--- src/rtl/core/bdeq_pkg.sv ---
// bdeq_pkg: shared types and constants for the bounded double-ended queue
// used by bdeq_cell, bounded_double_ended_queue and bdeq_checker
package bdeq_pkg;

   localparam int DEPTH_DEF = 64;
   localparam int DATA_W    = 32;
   localparam int CAP_W     = 7;
   localparam int FUNC_W    = 3;

   localparam logic [CAP_W-1:0]  CAP_RESET   = CAP_W'(64);
   localparam logic [DATA_W-1:0] EMPTY_VALUE = '1;

   // operation codes; any other code is a plain query
   localparam logic [FUNC_W-1:0] FUNC_PUSH_FRONT = 3'd0;
   localparam logic [FUNC_W-1:0] FUNC_PUSH_REAR  = 3'd1;
   localparam logic [FUNC_W-1:0] FUNC_POP_FRONT  = 3'd2;
   localparam logic [FUNC_W-1:0] FUNC_POP_REAR   = 3'd3;
   localparam logic [FUNC_W-1:0] FUNC_QUERY      = 3'd4;

   typedef struct packed {
      logic [FUNC_W-1:0]        func;
      logic signed [DATA_W-1:0] value;
   } bdeq_req_type;

   typedef struct packed {
      logic                     ok;
      logic signed [DATA_W-1:0] front_value;
      logic signed [DATA_W-1:0] rear_value;
      logic                     is_empty;
      logic                     is_full;
   } bdeq_rsp_type;

   // command broadcast to every cell of the row
   typedef struct packed {
      logic push_front;
      logic push_rear;
      logic pop_front;
      logic pop_rear;
      logic clear;
   } bdeq_cmd_type;

endpackage

--- src/rtl/core/bdeq_cell.sv ---
// bdeq_cell: one slot of the deque row, holding the front-ordered copy,
// the rear-ordered copy and an occupied bit; depends on bdeq_pkg
module bdeq_cell (
   input  logic                        clock,
   input  logic                        reset,
   input  bdeq_pkg::bdeq_cmd_type      cmd,
   input  logic [bdeq_pkg::DATA_W-1:0] push_value,
   input  logic [bdeq_pkg::DATA_W-1:0] left_a,
   input  logic [bdeq_pkg::DATA_W-1:0] left_b,
   input  logic                        left_occ,
   input  logic [bdeq_pkg::DATA_W-1:0] right_a,
   input  logic [bdeq_pkg::DATA_W-1:0] right_b,
   input  logic                        right_occ,
   output logic [bdeq_pkg::DATA_W-1:0] a_q,
   output logic [bdeq_pkg::DATA_W-1:0] b_q,
   output logic                        occ_q
);
   import bdeq_pkg::*;

   logic [DATA_W-1:0] a_ff, a_in;
   logic [DATA_W-1:0] b_ff, b_in;
   logic              occ_ff, occ_in;
   logic              free_slot;

   // first unoccupied slot: where the far end of each copy grows
   assign free_slot = left_occ && !occ_ff;

   always_comb begin
      a_in   = a_ff;
      b_in   = b_ff;
      occ_in = occ_ff;
      if (cmd.clear) begin
         occ_in = 1'b0;
      end else if (cmd.push_front) begin
         a_in   = left_a;
         occ_in = left_occ;
         if (free_slot) begin
            b_in = push_value;
         end
      end else if (cmd.push_rear) begin
         b_in   = left_b;
         occ_in = left_occ;
         if (free_slot) begin
            a_in = push_value;
         end
      end else if (cmd.pop_front) begin
         a_in   = right_a;
         occ_in = right_occ;
      end else if (cmd.pop_rear) begin
         b_in   = right_b;
         occ_in = right_occ;
      end
   end

   always_ff @(posedge clock) begin
      if (reset) begin
         occ_ff <= 1'b0;
      end else begin
         occ_ff <= occ_in;
      end
   end

   always_ff @(posedge clock) begin
      a_ff <= a_in;
      b_ff <= b_in;
   end

   assign a_q   = a_ff;
   assign b_q   = b_ff;
   assign occ_q = occ_ff;

endmodule

--- config.mk ---
export PLATFORM = sky130hd
export DESIGN_NAME = bdeq_cell
export DESIGN_NICKNAME = d
export VERILOG_FILES = /design/src/rtl/core/bdeq_pkg.sv /design/src/rtl/core/bdeq_cell.sv
export SDC_FILE = /design/constraint.sdc
export NUM_CORES = 1
export LEC_CHECK = 0
export BUFFER_PORTS_ARGS = -buffer_cell sky130_fd_sc_hd__buf_2
export CAP_MARGIN = 20
export CORE_MARGIN = 4
export CORE_UTILIZATION = 45
export DETAILED_ROUTE_END_ITERATION = 8
export PLACE_DENSITY = 0.86
export SLEW_MARGIN = 20
export SYNTH_ARGS = -nofsm -noshare
export SYNTH_HDL_FRONTEND = slang
export SYNTH_SLANG_ARGS = --single-unit
--- constraint.sdc ---
create_clock -name clock -period 7.6 [get_ports clock]
set_input_delay 1.14 -clock clock [delete_from_list [all_inputs] [get_ports clock]]
set_output_delay 1.14 -clock clock [all_outputs]
set_load 0.05 [all_outputs]
# ---- After elaboration in Yosys (flattened, before gate mapping)
# Index checks and enable logic that the tools add are counted.
# W data, S select, Z words.
dict set report totals {
  register_bits 65
  input_bits 169
}
dict set report classes {
  eq_ne 3
  muxes 12
  n_bitwise 1
  n_reduce_logical 8
}
# cell count
set ops {}
lappend ops {{$mux W32} 8}
lappend ops {{$ne A3 B1 Y1 const B} 2}
lappend ops {{$reduce_bool A3 Y1} 2}
lappend ops {{$mux W1} 4}
lappend ops {{$reduce_and A4 Y1} 1}
lappend ops {{$reduce_bool A4 Y1} 1}
lappend ops {{$reduce_and A3 Y1} 1}
lappend ops {{$ne A2 B1 Y1 const B} 1}
lappend ops {{$reduce_or A2 Y1} 1}
lappend ops {{$logic_and A1 B1 Y1} 1}
lappend ops {{$logic_not A1 Y1} 1}
lappend ops {{$not A1 Y1} 1}

# ---- Depth between registers and ports, before layout
dict set report logic_depth {
  word_depth 5
  depth_mapped 5
}

# ---- Worst setup path after synthesis
# No wires, ideal clock.
dict set report synth_timing {
  path_type {input -> register}
  from {in cmd[3] (netlist name)}
  to {reg b_ff[0], in the netlist b_q[0], enable pin}
  setup_time_ps 474
  arrival_ps 3925
  t_required_ps 7126
  path_slack_ps 3201
  stages 4
  cell_sequence {buf_6 > buf_12 > nor2_1 > a221oi_1}
}
dict set report synth_between {
  elab_chain_len 2
  elab_cells_between_ends 3
  classes_between {eq/ne: 1; reduce/logical: 2}
}
# element line
set synth_lines {}
lappend synth_lines {{start: declaration} bdeq_cell.sv:6} ;# input bdeq_pkg::bdeq_cmd_type cmd,
lappend synth_lines {{$ne A3 B1 Y1 (no line) / $reduce_bool A3 Y1 (equally long branches)} --}
lappend synth_lines {{$reduce_and A4 Y1 (no line) (*)} --}
lappend synth_lines {{end signal: assignment} bdeq_cell.sv:65} ;# b_ff <= b_in;
lappend synth_lines {{end: declaration} bdeq_cell.sv:21} ;# logic [DATA_W-1:0] b_ff, b_in;
# Every way passes the cells marked *; elsewhere a longest branch is shown, timed or not.
# A chain may end at the register's enable or synchronous reset.

# ---- Final worst setup path
dict set report layout_timing {
  from {in cmd[3] (netlist name)}
  to {reg b_ff[22], in the netlist b_q[22], enable pin}
}
# The elaborated chain is that of the path after synthesis.

==> impl_metrics.py <==
metrics = {
    "cts": {
        "cts_max_level": 3,
        "cts_sinks": 65,
        "cts_hold_buf": 0,
        "postCtsSetupBuffers": 0,
        "post_cts_resize_count": 0,
        "clk_latency_ns": 0.32,
        "tritoncts": "built",
        "cts_buffers": 9,
        "cts.path.max_buffers": 2,
        "root_buffer": "clkbuf_8",
        "cts.clk_slew.worst_paths_ns": 0.07,
    },
    "sta": {
        "grt_setup_unrepaired": "false",
        "period_needed_ns": 3.04,
        "maxSlewViolCount": 0,
        "max_freq_mhz": 329,
        "fin_skew_ns": 0.00738,
        "maxSlewHeadroom_pct": 30.1,
        "finalSetupViolations": 0,
        "fin_ws_ns": 4.56,
        "hold_viol_final": 0,
        "min_period_over_period_pct": 40.0,
        "worst_pin_slew_ns": 1.05,
        "fin_tns_setup_ns": 0,
    },
    "layout": {
        "syn2layout_area_growth_pct": 41.2,
        "fin_util_pct": 66.1,
        "diodes": 0,
        "drive_above_1_share_pct": 48.6,
        "stdcell_area_um2": 4820,
        "nFillCells": 580,
        "finalNonFillerCells": 622,
        "nNetsFinal": 687,
    },
    "die": {
        "rows": 31,
        "die-area_um2": 9040,
        "die_width_um": 95.1,
        "initial_core_util_pct": 46.8,
        "core_area_um2": 7290,
        "ioPinCount": 234,
        "die_height_um": 95.1,
    },
    "detailed_routing": {
        "ant_nets": 0,
        "highest_layer": "met4",
        "wl_per_cell_um": 14.8,
        "drtIter0Drc": 95,
        "drt-met1-wl_um": 3310,
        "dr.pass1.iters": 4,
        "wl_met3_um": 950,
        "via_per_inst": 4.91,
        "routed-via-count": 3053,
        "drt-total-wl_um": 9210,
        "wl_met2_um": 4830,
        "drc_errors": 0,
    },
    "power": {
        "power_frac_clock_pct": 31.9,
        "p_int_uw": 686,
        "power.net_switching_uw": 283,
        "p_comb_share_pct": 23.5,
        "p_leak_uw": 0.00232,
        "power.density_nw_per_um2": 201,
        "max-vdd-ir-drop_v": 0.000107,
        "switching_share_pct": 29.2,
        "p_seq_share_pct": 44.6,
    },
    "critical_path": {
        "cp_max_fo": 67,
        "cp-end-kind": "flip-flop",
        "cp.required_ns": 7.57,
        "r2r_cells": 3,
        "cp.arrival_ns": 3.00,
        "startpoint_type": "primary input",
        "path_class": "primary input to flip-flop",
    },
    "global_route": {
        "grt_pass1_wl_um": 13600,
        "grt_overflow": 0,
        "antenna_found_initial": 0,
        "grt_pass1_vias": 2994,
        "grtUsageTotal_pct": 19.5,
        "grt_max_degree": 73,
    },
    "placement": {
        "postPlaceCellArea_um2": 4580,
        "portBuffers": 233,
        "place_congestion": 0.740,
        "dp.cells": 605,
        "dpl.hpwl_um": 7200,
        "place_ws_ns": 4.22,
    },
    "logic_synthesis": {
        "synthXorXnorAreaFrac_pct": 0,
        "syn-instance-count": 292,
        "syn_nets": 461,
        "synth_top_family_by_area": "multiplexers",
        "syn_area_um2": 3410,
        "synth-warning-count": 0,
        "yosys.area_share.simple_pct": 8.36,
        "synth-compound-area-share_pct": 10.5,
        "avgSynthCellArea_um2": 11.7,
        "yosysSeqAreaShare_pct": 56.9,
        "ys_types": 21,
        "yosys-mux-area-fraction_pct": 18.8,
        "synth_fa_ha_area_share_pct": 0,
        "ys_ff_latch": 65,
    },
    "hold_path": {
        "hp-class": "flip-flop to flip-flop",
        "holdPathStages": 2,
    },
    "status": {
        "outcome": "completed",
    },
    "job": {
        "cap_viol_max_count": 0,
    },
}
area by class of cell:
| class | count | area (um^2) | area share [%] |
|---|---|---|---|
| repair buffers | 237 | 1220 | 25.3 |
| flip-flops and latches | 65 | 1940 | 40.3 |
| clock inverters | 6 | 82.6 | 1.71 |
| well taps | 99 | 124 | 2.57 |
| multi-input cells | 204 | 1320 | 27.3 |
| clock buffers | 10 | 128 | 2.65 |
| inverters | 1 | 3.75 | 0.0779 |
registers in the layout (all words and copies together) (netlist names):
name   cells
a_q       32
b_q       32
occ_q      1
cells in the final DEF, fill, tap and decap left out:
master     instances
clkinv_2           2
clkinv_1           1
edfxtp_1          64
o21ai_1           19
clkbuf_1           1
buf_16             1
o21ba_1            1
clkbuf_8           9
a311oi_1           1
nand3b_1           1
nor2_1             1
o21ai_0           46
inv_1              1
or3b_1             1
buf_4              5
mux2i_1           64
bufinv_16          2
or2_2              1
clkinv_4           1
a31oi_4            1
dfxtp_1            1
a221oi_4           1
nand2_1           64
buf_2            231
nand2b_1           3
per-layer routing:
metal | up-vias | GRT usage [%]
met4 | 0 | 6.85
li1 | 1521 | -
met3 | 12 | 6.08
met1 | 1366 | 20.9
met2 | 154 | 35.9
met5 | - | 0
through the flow:
| step | hold slack (ns) | total power, uW |
|---|---|---|
| 6_report | 0.652 | 969 |
| 5_1_grt | 0.696 | 1020 |
| 4_1_cts | 0.658 | 978 |
| 3_5_place_dp | 0.654 | 668 |
| 3_3_place_gp | 0.609 | 662 |
| 2_1_floorplan | 0.807 | 590 |
worst paths after layout:
check                            start  endpoint  slack, ns
worst max-delay path            cmd[3]   b_q[22]       4.56
worst min-delay path             occ_q     occ_q       0.65
worst max register to register   occ_q    a_q[8]       5.93
worst min register to register   occ_q     occ_q       0.65
critical path, cell delays in order:
cell      delay, ns
buf_4          0.09
buf_4          0.79
nor2_1         0.22
a221oi_4       0.29
buf_4          0.42
synth_stat cells:
| master | count | area [um^2] |
|---|---|---|
| o21ai_1 | 19 | 95.1 |
| buf_2 | 7 | 35.0 |
| o21ba_1 | 1 | 10.0 |
| clkbuf_1 | 6 | 22.5 |
| or3b_1 | 1 | 8.76 |
| mux2i_1 | 64 | 641 |
| dfxtp_1 | 1 | 20.0 |
| nor2_1 | 1 | 3.75 |
| or2_2 | 1 | 6.26 |
| a311oi_1 | 1 | 8.76 |
| buf_12 | 3 | 60.1 |
| a31oi_1 | 1 | 6.26 |
| nand3b_1 | 1 | 7.51 |
| edfxtp_1 | 64 | 1920 |
| buf_4 | 1 | 7.51 |
| a221oi_1 | 1 | 8.76 |
| inv_1 | 1 | 3.75 |
| nand2b_1 | 3 | 18.8 |
| buf_6 | 5 | 56.3 |
| nand2_1 | 64 | 240 |
| o21ai_0 | 46 | 230 |
cell families after synthesis:
| group | Yosys count |
|---|---|
| buffers and inverters | 23 |
| AND/OR/NAND/NOR | 71 |
| flip-flops | 65 |
| multiplexers | 64 |
| AO/OA/AOI/OAI | 69 |
power groups by stage:
| stage | clock (uW) | sequential (uW) | combinational [uW] |
|---|---|---|---|
| finish | 309 | 432 | 228 |
| global route | 335 | 434 | 246 |
| global placement | 0 | 440 | 222 |
| detailed placement | 0 | 440 | 228 |
| floorplan | 0 | 522 | 68.3 |
| CTS | 318 | 433 | 228 |
Note: power is estimated with default switching activity, not from simulation.
